==> src/hdl/rse_pkg.sv <==
// Shared types, constants and GF(256) helpers for the Reed-Solomon parity encoder.
// No dependencies; the encoder top level imports this package, the channel interfaces do not.
`timescale 1ns / 1ps
`default_nettype none

package rse_pkg;

  typedef logic [7:0] gf_t;

  // Default depth of the parity shift register.
  localparam int MAX_PARITY_DEF = 26;

  // Field polynomial x^8 + x^4 + x^3 + x^2 + 1.
  localparam logic [8:0] FIELD_POLY = 9'h11D;

  // Configuration port geometry.
  localparam int CFG_ADDR_W = 3;
  localparam int CFG_DATA_W = 32;
  localparam logic REG_PARITY_MODE = 1'b0;

  // Parity mode codes.
  localparam logic [1:0] MODE_P16 = 2'd0;
  localparam logic [1:0] MODE_P18 = 2'd1;
  localparam logic [1:0] MODE_P26 = 2'd2;

  localparam int NUM_P16 = 16;
  localparam int NUM_P18 = 18;
  localparam int NUM_P26 = 26;

  localparam gf_t GEN16 [NUM_P16] = '{
    8'd59, 8'd13, 8'd104, 8'd189, 8'd68, 8'd209, 8'd30, 8'd8,
    8'd163, 8'd65, 8'd41, 8'd229, 8'd98, 8'd50, 8'd36, 8'd59
  };
  localparam gf_t GEN18 [NUM_P18] = '{
    8'd215, 8'd234, 8'd158, 8'd94, 8'd184, 8'd97, 8'd118, 8'd170, 8'd79,
    8'd187, 8'd152, 8'd148, 8'd252, 8'd179, 8'd5, 8'd98, 8'd96, 8'd153
  };
  localparam gf_t GEN26 [NUM_P26] = '{
    8'd246, 8'd51, 8'd183, 8'd4, 8'd136, 8'd98, 8'd199, 8'd152, 8'd77,
    8'd56, 8'd206, 8'd24, 8'd145, 8'd40, 8'd209, 8'd117, 8'd233, 8'd42,
    8'd135, 8'd68, 8'd70, 8'd144, 8'd146, 8'd77, 8'd43, 8'd94
  };

  // Shift-and-add multiply; with one constant operand this folds to an XOR network.
  function automatic gf_t gf_mul(gf_t x, gf_t y);
    logic [8:0] a;
    gf_t        acc;
    a   = {1'b0, x};
    acc = '0;
    for (int k = 0; k < 8; k++) begin
      if (y[k]) begin
        acc = acc ^ a[7:0];
      end
      a = {a[7:0], 1'b0};
      if (a[8]) begin
        a = a ^ FIELD_POLY;
      end
    end
    return acc;
  endfunction

  // Generator coefficient j of a mode; zero past the end of its table.
  function automatic gf_t gen_coef(logic [1:0] mode, int j);
    gf_t c;
    c = '0;
    case (mode)
      MODE_P16: begin
        if (j < NUM_P16) c = GEN16[j];
      end
      MODE_P18: begin
        if (j < NUM_P18) c = GEN18[j];
      end
      default: begin
        if (j < NUM_P26) c = GEN26[j];
      end
    endcase
    return c;
  endfunction

endpackage

`default_nettype wire

==> src/hdl/rse_in_if.sv <==
// Input stream channel: one message byte per transfer, with end-of-block flag.
// Valid/ready handshake; no package dependency.
`timescale 1ns / 1ps
`default_nettype none

interface rse_in_if;
  logic       valid;
  logic       ready;
  logic [7:0] data_byte;
  logic       last_byte;

  modport source (output valid, output data_byte, output last_byte, input ready);
  modport sink   (input valid, input data_byte, input last_byte, output ready);
endinterface

`default_nettype wire

==> src/hdl/rse_out_if.sv <==
// Result stream channel: one parity byte per transfer, with end-of-parity flag.
// Valid/ready handshake; no package dependency.
`timescale 1ns / 1ps
`default_nettype none

interface rse_out_if;
  logic       valid;
  logic       ready;
  logic [7:0] parity_byte;
  logic       last_parity;

  modport source (output valid, output parity_byte, output last_parity, input ready);
  modport sink   (input valid, input parity_byte, input last_parity, output ready);
endinterface

`default_nettype wire

==> src/hdl/reed_solomon_ecc_encoder.sv <==
// Top level of the systematic GF(256) Reed-Solomon parity encoder (QR-style).
// Depends on rse_pkg, rse_in_if and rse_out_if.
//
//   channel   dir   transfer payload                     flow control
//   in_chan   in    data_byte[7:0], last_byte            valid / ready
//   out_chan  out   parity_byte[7:0], last_parity        valid / ready
//   APB cfg   in    reg 0 @ 0x0: parity_mode[1:0]        psel/penable, pready tied high
//
// Cycles: a message byte is absorbed into the LFSR in the cycle it transfers, one per clock.
// A block's parity (16, 18 or 26 bytes) drains from a snapshot register, one byte per clock.
// The next block streams in while parity drains; only its last byte waits for the drain.
// Reset (synchronous, rst_n low) clears the LFSR and drops any pending parity; mode -> 26.
// Output stalls hold the snapshot; input stalls leave the LFSR untouched.
`timescale 1ns / 1ps
`default_nettype none

module reed_solomon_ecc_encoder #(
  parameter int MAX_PARITY = rse_pkg::MAX_PARITY_DEF
) (
  input  wire logic                          clk,
  input  wire logic                          rst_n,
  rse_in_if.sink                             in_chan,
  rse_out_if.source                          out_chan,
  input  wire logic                          psel,
  input  wire logic                          penable,
  input  wire logic                          pwrite,
  input  wire logic [rse_pkg::CFG_ADDR_W-1:0] paddr,
  input  wire logic [rse_pkg::CFG_DATA_W-1:0] pwdata,
  output logic      [rse_pkg::CFG_DATA_W-1:0] prdata,
  output logic                               pready
);
  import rse_pkg::*;

  localparam int CNT_W = $clog2(MAX_PARITY + 1);

  // Parity counts per mode, clipped to the register depth.
  localparam int N16 = (NUM_P16 < MAX_PARITY) ? NUM_P16 : MAX_PARITY;
  localparam int N18 = (NUM_P18 < MAX_PARITY) ? NUM_P18 : MAX_PARITY;
  localparam int N26 = (NUM_P26 < MAX_PARITY) ? NUM_P26 : MAX_PARITY;

  logic [1:0]       mode_r;
  gf_t              lfsr_r   [MAX_PARITY];
  gf_t              lfsr_nxt [MAX_PARITY];
  gf_t              snap_r   [MAX_PARITY];
  logic [CNT_W-1:0] rem_r;
  logic             busy_r;
  logic [CNT_W-1:0] n_cur;
  gf_t              fb;
  logic             cfg_wr;
  logic             reg_idx;
  logic             in_fire;
  logic             out_fire;
  logic             drain_done;
  logic             load;

  // ---------------------------------------------------------------------------
  // Configuration port: writes land on the access phase; reads are immediate.
  // ---------------------------------------------------------------------------
  assign pready  = 1'b1;
  assign reg_idx = paddr[CFG_ADDR_W-1];
  assign cfg_wr  = psel && penable && pwrite && pready;

  always_ff @(posedge clk) begin
    if (!rst_n) begin
      mode_r <= MODE_P26;
    end else if (cfg_wr && (reg_idx == REG_PARITY_MODE)) begin
      mode_r <= pwdata[1:0];
    end
  end

  assign prdata = (reg_idx == REG_PARITY_MODE) ? {{(CFG_DATA_W-2){1'b0}}, mode_r} : '0;

  // Active parity count; the unused code behaves as the 26-byte mode.
  always_comb begin
    case (mode_r)
      MODE_P16: n_cur = CNT_W'(N16);
      MODE_P18: n_cur = CNT_W'(N18);
      default:  n_cur = CNT_W'(N26);
    endcase
  end

  // ---------------------------------------------------------------------------
  // LFSR step: feedback is the incoming byte XOR entry 0. Each tap below
  // the mode's length takes the entry above XOR feedback*g[j]; the top tap of
  // the mode takes feedback*g[n-1] alone; taps above the mode hold.
  // ---------------------------------------------------------------------------
  assign fb = in_chan.data_byte ^ lfsr_r[0];

  for (genvar J = 0; J < MAX_PARITY; J++) begin : g_tap
    localparam gf_t C16 = gen_coef(MODE_P16, J);
    localparam gf_t C18 = gen_coef(MODE_P18, J);
    localparam gf_t C26 = gen_coef(MODE_P26, J);
    gf_t up;
    gf_t v16;
    gf_t v18;
    gf_t v26;

    if (J + 1 < MAX_PARITY) begin : g_up
      assign up = lfsr_r[J+1];
    end else begin : g_top
      assign up = '0;
    end

    always_comb begin
      if (J < N16 - 1)       v16 = up ^ gf_mul(fb, C16);
      else if (J == N16 - 1) v16 = gf_mul(fb, C16);
      else                   v16 = lfsr_r[J];

      if (J < N18 - 1)       v18 = up ^ gf_mul(fb, C18);
      else if (J == N18 - 1) v18 = gf_mul(fb, C18);
      else                   v18 = lfsr_r[J];

      if (J < N26 - 1)       v26 = up ^ gf_mul(fb, C26);
      else if (J == N26 - 1) v26 = gf_mul(fb, C26);
      else                   v26 = lfsr_r[J];

      case (mode_r)
        MODE_P16: lfsr_nxt[J] = v16;
        MODE_P18: lfsr_nxt[J] = v18;
        default:  lfsr_nxt[J] = v26;
      endcase
    end
  end

  // ---------------------------------------------------------------------------
  // Handshakes. A last byte needs the snapshot free, or freeing this cycle.
  // ---------------------------------------------------------------------------
  assign out_fire   = busy_r && out_chan.ready;
  assign drain_done = out_fire && (rem_r == CNT_W'(1));
  assign in_chan.ready = !busy_r || !in_chan.last_byte || drain_done;
  assign in_fire    = in_chan.valid && in_chan.ready;
  assign load       = in_fire && in_chan.last_byte;

  // Absorb the byte; clear the whole register once the block ends.
  always_ff @(posedge clk) begin
    if (!rst_n) begin
      for (int i = 0; i < MAX_PARITY; i++) begin
        lfsr_r[i] <= '0;
      end
    end else if (in_fire) begin
      for (int i = 0; i < MAX_PARITY; i++) begin
        lfsr_r[i] <= load ? '0 : lfsr_nxt[i];
      end
    end
  end

  // Snapshot of the finished parity; shift down one byte per output transfer.
  always_ff @(posedge clk) begin
    if (load) begin
      for (int i = 0; i < MAX_PARITY; i++) begin
        snap_r[i] <= lfsr_nxt[i];
      end
    end else if (out_fire) begin
      for (int i = 0; i < MAX_PARITY - 1; i++) begin
        snap_r[i] <= snap_r[i+1];
      end
      snap_r[MAX_PARITY-1] <= '0;
    end
  end

  always_ff @(posedge clk) begin
    if (!rst_n) begin
      busy_r <= 1'b0;
      rem_r  <= '0;
    end else if (load) begin
      busy_r <= 1'b1;
      rem_r  <= n_cur;
    end else if (out_fire) begin
      busy_r <= !drain_done;
      rem_r  <= rem_r - CNT_W'(1);
    end
  end

  assign out_chan.valid       = busy_r;
  assign out_chan.parity_byte = snap_r[0];
  assign out_chan.last_parity = (rem_r == CNT_W'(1));

  // ---------------------------------------------------------------------------
  // Assertions
  // ---------------------------------------------------------------------------
  a_no_overrun: assert property (@(posedge clk) disable iff (!rst_n)
    load |-> (!busy_r || drain_done))
    else $error("parity snapshot overwritten before drain finished");

  a_busy_count: assert property (@(posedge clk) disable iff (!rst_n)
    busy_r |-> (rem_r != '0))
    else $error("output valid with no parity bytes remaining");

  a_load_count: assert property (@(posedge clk) disable iff (!rst_n)
    load |=> (busy_r && (rem_r == $past(n_cur))))
    else $error("parity count not loaded from active mode");

  a_drain_idle: assert property (@(posedge clk) disable iff (!rst_n)
    (drain_done && !load) |=> !busy_r)
    else $error("output still valid after final parity transfer");

  a_lfsr_clear: assert property (@(posedge clk) disable iff (!rst_n)
    load |=> (lfsr_r[0] == '0))
    else $error("LFSR not cleared at end of block");

endmodule

`default_nettype wire
==> src/flat_wrapper.sv <==
// flat-port wrapper written by rule: the top's interface ports become plain ports
module reed_solomon_ecc_encoder_flat import rse_pkg::*;
#(
  parameter int MAX_PARITY = rse_pkg::MAX_PARITY_DEF
)
  (clk, rst_n, psel, penable, pwrite, paddr, pwdata, prdata, pready, in_chan_valid, in_chan_data_byte, in_chan_last_byte, in_chan_ready, out_chan_valid, out_chan_parity_byte, out_chan_last_parity, out_chan_ready);
  rse_in_if in_chan_i ();
  rse_out_if out_chan_i ();
  input  wire logic clk;
  input  wire logic rst_n;
  input  wire logic psel;
  input  wire logic penable;
  input  wire logic pwrite;
  input  wire logic [rse_pkg::CFG_ADDR_W-1:0] paddr;
  input  wire logic [rse_pkg::CFG_DATA_W-1:0] pwdata;
  output logic      [rse_pkg::CFG_DATA_W-1:0] prdata;
  output logic pready;
  input wire logic [$bits(in_chan_i.valid)-1:0] in_chan_valid;
  input wire logic [$bits(in_chan_i.data_byte)-1:0] in_chan_data_byte;
  input wire logic [$bits(in_chan_i.last_byte)-1:0] in_chan_last_byte;
  output wire logic [$bits(in_chan_i.ready)-1:0] in_chan_ready;
  output wire logic [$bits(out_chan_i.valid)-1:0] out_chan_valid;
  output wire logic [$bits(out_chan_i.parity_byte)-1:0] out_chan_parity_byte;
  output wire logic [$bits(out_chan_i.last_parity)-1:0] out_chan_last_parity;
  input wire logic [$bits(out_chan_i.ready)-1:0] out_chan_ready;
  assign in_chan_i.valid = in_chan_valid;
  assign in_chan_i.data_byte = in_chan_data_byte;
  assign in_chan_i.last_byte = in_chan_last_byte;
  assign in_chan_ready = in_chan_i.ready;
  assign out_chan_valid = out_chan_i.valid;
  assign out_chan_parity_byte = out_chan_i.parity_byte;
  assign out_chan_last_parity = out_chan_i.last_parity;
  assign out_chan_i.ready = out_chan_ready;
  reed_solomon_ecc_encoder #(.MAX_PARITY(MAX_PARITY)) u_core (.clk(clk), .rst_n(rst_n), .in_chan(in_chan_i), .out_chan(out_chan_i), .psel(psel), .penable(penable), .pwrite(pwrite), .paddr(paddr), .pwdata(pwdata), .prdata(prdata), .pready(pready));
endmodule
==> config.mk <==
export PLATFORM = sky130hd
export DESIGN_NAME = reed_solomon_ecc_encoder_flat
export DESIGN_NICKNAME = d
export VERILOG_FILES = /design/src/hdl/rse_pkg.sv /design/src/hdl/rse_in_if.sv /design/src/hdl/rse_out_if.sv /design/src/hdl/reed_solomon_ecc_encoder.sv /design/src/flat_wrapper.sv
export SDC_FILE = /design/constraint.sdc
export NUM_CORES = 1
export LEC_CHECK = 0
export ABC_AREA = 1
export BUFFER_PORTS_ARGS = -buffer_cell sky130_fd_sc_hd__buf_2
export CAP_MARGIN = 20
export CORE_ASPECT_RATIO = 1.1
export CORE_UTILIZATION = 55
export CTS_BUF_LIST = sky130_fd_sc_hd__clkbuf_16
export DETAILED_ROUTE_END_ITERATION = 7
export PLACE_DENSITY = 0.72
export SYNTH_ARGS = -nofsm -noshare
export SYNTH_HDL_FRONTEND = slang
export SYNTH_SLANG_ARGS = --single-unit
==> constraint.sdc <==
create_clock -name clk -period 12.9 [get_ports clk]
set_input_delay 1.29 -clock clk [delete_from_list [all_inputs] [get_ports clk]]
set_output_delay 1.29 -clock clk [all_outputs]
set_load 0.02 [all_outputs]
==> Yosys cells after proc, flatten, opt, wreduce, memory -nomap -nowiden <==
Memory sizes are Yosys's and may differ from the RTL's.
Index checks and enable logic that the tools add are counted.
{ "classes": {"add_sub_neg": 1, "n_mul": 0, "n_div": 0, "magnitude_cmp": 0, "eq_ne": 2, "shifts": 0, "muxes": 126, "bitwise_logic": 205, "n_reduce_logical": 15} }
{ "ops": {"columns": ["cell", "count"], "rows": [
  ["$xor 8x8->8", 145],
  ["$mux 8", 86],
  ["$pmux 8 s2", 18],
  ["$or 1x1->1", 52],
  ["$mux 5", 9],
  ["$not 4->4", 7],
  ["$mux 1", 11],
  ["$pmux 4 s2", 1],
  ["$logic_and 1x1->1", 7],
  ["$eq 5x1->1 const B", 1],
  ["$sub 5x1->5 const B", 1],
  ["$logic_not 1->1", 3],
  ["$eq 2x1->1 const B", 1],
  ["$logic_not 2->1", 1],
  ["$logic_or 1x1->1", 2],
  ["$mux 2", 1],
  ["$reduce_bool 2->1", 1],
  ["$reduce_or 2->1", 1],
  ["$not 1->1", 1]
]} }
{ "word_totals": {"reg_bits": 8, "latch_bits": 0, "ramBits": 416, "romBits": 0, "inputBits": 51, "word_cells": 354, "mem_count": 2} }
{ "mem_list": {"columns": ["memory", "depth", "word_bits", "rd", "rd_clocked_by_memory_dff", "wr", "line_no", "source"], "rows": [
  ["u_core.lfsr_r", 26, 8, 26, 0, 26, "reed_solomon_ecc_encoder.sv:42", "gf_t lfsr_r [MAX_PARITY];"],
  ["u_core.snap_r", 26, 8, 26, 0, 26, "reed_solomon_ecc_encoder.sv:44", "gf_t snap_r [MAX_PARITY];"]
]} }

==> Logic depth before layout (Yosys ltp) <==
An unclocked memory read counts as a cell.
{ "depth": {"ltp_word": 21, "mapped_depth": 22} }

==> Least setup slack after synthesis <==
Ideal clock, no wire load.
{ "synth_path": {"kind": "in2reg", "startpoint": "in out_chan_ready", "endpoint": "mem u_core.snap_r[0][0] in the netlist's numbering (enable)", "arrival_time_ns": 6.245, "t_required_ns": 12.340, "path_slack_ns": 6.095, "path_stages": 11, "cell_sequence": "nand2_1 -> nand2_1 -> inv_1 -> nand2_1 -> nand2_1 -> inv_2 -> nand2_2 -> clkbuf_1 -> inv_1 -> nor2_1 -> inv_1"} }
{ "synth_lines": {"columns": ["element", "line_no", "source"], "rows": [
  ["from (decl)", "flat_wrapper.sv:25", "input wire logic [$bits(out_chan_i.ready)-1:0] out_chan_ready;"],
  ["to (decl)", "reed_solomon_ecc_encoder.sv:44", null]
]} }

==> Worst setup path after layout <==
{ "layout_path": {"startpoint": "reg u_core.mode_r[1]", "endpoint": "out prdata[1] in the netlist's numbering"} }
{ "layout_between": {"elab_chain_len": 1} }
{ "layout_lines": {"columns": ["element", "line_no", "source"], "rows": [
  ["from (decl)", "reed_solomon_ecc_encoder.sv:41", "logic [1:0] mode_r;"],
  ["from (signal assigned)", "reed_solomon_ecc_encoder.sv:67", "mode_r <= pwdata[1:0];"],
  ["$mux 2", "reed_solomon_ecc_encoder.sv:71", "assign prdata = (reg_idx == REG_PARITY_MODE) ? {{(CFG_DATA_W-2){1'b0}}, mode_r} : '0;"],
  ["to (decl)", "flat_wrapper.sv:16", "output logic [rse_pkg::CFG_DATA_W-1:0] prdata;"]
]} }
No other way between the ends.

==> flow_metrics.py <==
metrics = {
    "status": {
        "status": "complete, no violations",
    },
    "power_and_ir_drop": {
        "peakVddDrop_mv": 0.130,
        "combPwrFrac": 0.412,
        "seqPwrFrac": 0.354,
        "clockPowerShare": 0.233,
        "p_leak_nw": 11.7,
        "switching_share": 0.418,
        "p_total_mw": 5.53,
        "p_int_mw": 3.22,
        "p_per_area_nw_per_um2": 202,
        "switchingPower_mw": 2.31,
    },
    "worst_setup_path": {
        "required_ns": 11.61,
        "cp_cell_sequence": "buf_4 -> clkinv_2 -> buf_4 -> nor2_1 -> buf_2",
        "setup.worst_path.start_class": "flop",
        "path_buf_inv": 4,
        "endpoint_kind": "output pin",
        "arrival_ns": 3.55,
        "path_depth": 5,
        "reg2reg_depth": 18,
        "cp_max_fo": 71,
        "worstSetupPathType": "reg2out",
        "cpMaxStageDelayCell": "dfxtp_4",
        "cpLargestDelayFamily": "buffers and inverters",
        "worst_path_most_repeated_cell": "buf_4",
        "slowest_delay_ns": 0.74,
    },
    "floorplanning": {
        "die_y_um": 230,
        "initial_core_util": 0.556,
        "die-area_um2": 48000,
        "rows": 83,
        "io_pins": 95,
        "fp.coreArea_um2": 46600,
        "die_x_um": 209,
    },
    "placement": {
        "post-place-ws_ns": 7.78,
        "gp_congestion": 1.04,
        "io_buffers": 31,
        "dp_hpwl_mm": 61.9,
    },
    "clocking": {
        "path_clk_slew_ns": 0.06,
        "clockBufferDepth": 3,
        "cts_root_buf": "clkbuf_16",
        "cts_resized": 0,
        "hold_buffers": 0,
        "post_cts_buffers": 0,
        "cts_max_level": 2,
        "cts_tree": "built",
        "numCtsBuffers": 46,
        "clk_latency_ns": 0.59,
        "clock_sinks": 424,
    },
    "drt": {
        "via_per_inst": 5.94,
        "routed_wl_mm": 90.8,
        "drc": 0,
        "num_vias": 21500,
        "wire_per_inst_um": 25.1,
        "ant_nets": 0,
        "drt_iter0_markers": 2750,
        "drtPass1Iterations": 6,
    },
    "sta": {
        "worst-slew-pin-transition_ns": 1.20,
        "setup_ws_ns": 8.06,
        "drv_slew": 0,
        "skew_ns": 0.0297,
        "finalCritPeriodShare": 0.375,
        "fmax_mhz": 207,
        "rsz0062_at_grt": "no",
        "maxSlewHeadroom": 0.193,
        "post-route-min-period_ns": 4.84,
        "hold_viol": 0,
        "setup_viol": 0,
        "timing.setup.tns_ns": 0,
    },
    "synth": {
        "ys.flop_type": "edfxtp_1",
        "synth-edff-count": 416,
        "ys_ff_latch": 424,
        "syn_area_um2": 25900,
        "syn_area_per_cell_um2": 8.47,
        "ys_seq_area_frac": 0.488,
        "netlist_instances": 3060,
        "async_flop_share": 0,
        "ys_types": 58,
        "ys_warn_count": 0,
    },
    "global_routing": {
        "grt_pass1_vias": 19867,
        "grt_usage": 0.378,
        "antenna_found_initial": 1,
        "grt_max_degree": 96,
        "grt.overflow.total": 0,
        "grt_pass1_wl_mm": 131,
    },
    "min_path": {
        "min_path_type": "reg2reg",
        "hold_depth": 2,
    },
    "job": {
        "maxCapViolCount": 0,
    },
    "cells_and_area": {
        "final_nets": 3040,
        "drive_gt1_frac": 0.0903,
        "area_delta_synth_final_pct": 5.79,
        "final_util": 0.588,
    },
}
-- kinds of logic after synthesis --
| family | Yosys count | synth area share |
|---|---|---|
| DFF | 424 | 0.488 |
| and+or+nand+nor | 1560 | 0.252 |
| adders and majority gates | 2 | 0.000965 |
| buffers and inverters | 395 | 0.0742 |
| AOI/OAI and AO/OA | 429 | 0.0930 |
| xor gates and xnor gates | 245 | 0.0898 |
| muxes | 3 | 0.00116 |
| other | 2 | 0.000290 |
-- path summary, 6_finish.rpt --
kind	start	to	slack (ns)
max	u_core.mode_r[1]	prdata[1]	8.06
min	u_core.snap_r[1][42]	u_core.snap_r[1][34]	0.52
max reg2reg	u_core.lfsr_r[0][4]	u_core.lfsr_r[0][50]	8.44
min reg2reg	u_core.snap_r[1][42]	u_core.snap_r[1][34]	0.52
-- flip-flops by register name, summed over array words and instances (netlist names) --
signal,cells
u_core.rem_r,5
u_core.snap_r,208
u_core.mode_r,2
u_core.out_chan.valid,1
u_core.lfsr_r,208
-- stage by stage --
stage	area [µm²]	std cells	hold slack, ns
floorplan	26000	3089	0.475
detailed placement	26000	3534	0.505
global route	27400	3619	0.537
finish	27400	3620	0.516
CTS	27400	3619	0.517
global placement	26000	3534	0.489
-- Yosys cell counts (3+ instances only) --
library cell / count / area, µm²
o22ai_1: 10 / 62.6
buf_6: 22 / 248
o221ai_1: 21 / 184
o21ai_2: 8 / 70.1
a31oi_1: 9 / 56.3
nand2_1: 1021 / 3830
nand3b_1: 16 / 120
inv_1: 173 / 649
mux2i_1: 3 / 30.0
or2_1: 15 / 93.8
o21bai_1: 3 / 22.5
nand2_4: 13 / 146
a21oi_1: 51 / 255
clkbuf_1: 59 / 221
dfxtp_1: 8 / 160
nand3_1: 157 / 786
and2_1: 4 / 25.0
o21ai_1: 91 / 455
nand2_2: 72 / 450
buf_2: 53 / 265
buf_4: 46 / 345
or2_2: 9 / 56.3
inv_4: 3 / 18.8
o211ai_1: 26 / 195
nand4_1: 7 / 43.8
xnor2_2: 3 / 48.8
buf_1: 24 / 90.1
inv_2: 12 / 45.0
edfxtp_1: 416 / 12500
xor2_1: 165 / 1450
o21ai_0: 194 / 971
xor2_2: 11 / 179
nor2_1: 235 / 882
xnor2_1: 62 / 543
-- area by class of cell --
| type | instances | area [µm²] |
|---|---|---|
| Fill cell | 4093 | 19200 |
| Timing Repair Buffer | 56 | 343 |
| Antenna cell | 1 | 2.50 |
| Inverter | 189 | 731 |
| Multi-Input combinational cell | 2270 | 11500 |
| Sequential cell | 424 | 12700 |
| Clock inverter | 38 | 275 |
| Clock buffer | 47 | 1180 |
| Tap cell | 595 | 744 |
-- routing by layer --
layer / GRT usage / part of all wire
met5: 0 / 0.00013
met4: 0.201 / 0.059
met3: 0.0788 / 0.094
met2: 0.588 / 0.45
met1: 0.497 / 0.39
-- power by group through the flow --
stage	registers, mW	logic (mW)	clock network (mW)
2_1_floorplan	1.96	1.50	0
3_3_place_gp	1.97	2.17	0
3_5_place_dp	1.98	2.21	0
4_1_cts	1.96	2.22	1.30
5_1_grt	1.98	2.45	1.34
6_report	1.96	2.28	1.29
-- worst reg2reg max path, delay by kind of cell (launching register included) --
kind,cells,cell delay (ns)
XOR/XNOR,1,0.26
AND/OR/NAND/NOR,13,2.48
buffers and inverters,4,0.94
flip-flops,1,0.50
-- cell usage in the layout (no fill, tap or decap), types with 7 or more instances in the layout --
| master | instances |
|---|---|
| a21oi_1 | 51 |
| a31oi_1 | 9 |
| buf_2 | 31 |
| buf_4 | 25 |
| clkbuf_16 | 47 |
| clkinv_1 | 10 |
| clkinv_2 | 8 |
| conb_1 | 31 |
| dfxtp_1 | 7 |
| edfxtp_1 | 416 |
| inv_1 | 183 |
| inv_2 | 13 |
| nand2_1 | 1018 |
| nand2_2 | 72 |
| nand2_4 | 16 |
| nand3_1 | 157 |
| nand3b_1 | 16 |
| nand4_1 | 7 |
| nor2_1 | 233 |
| o211ai_1 | 26 |
| o21ai_0 | 194 |
| o21ai_1 | 91 |
| o21ai_2 | 8 |
| o221ai_1 | 21 |
| o22ai_1 | 10 |
| or2_1 | 15 |
| or2_2 | 9 |
| xnor2_1 | 62 |
| xor2_1 | 165 |
| xor2_2 | 11 |
No activity file was read; power rests on OpenSTA's default activity.
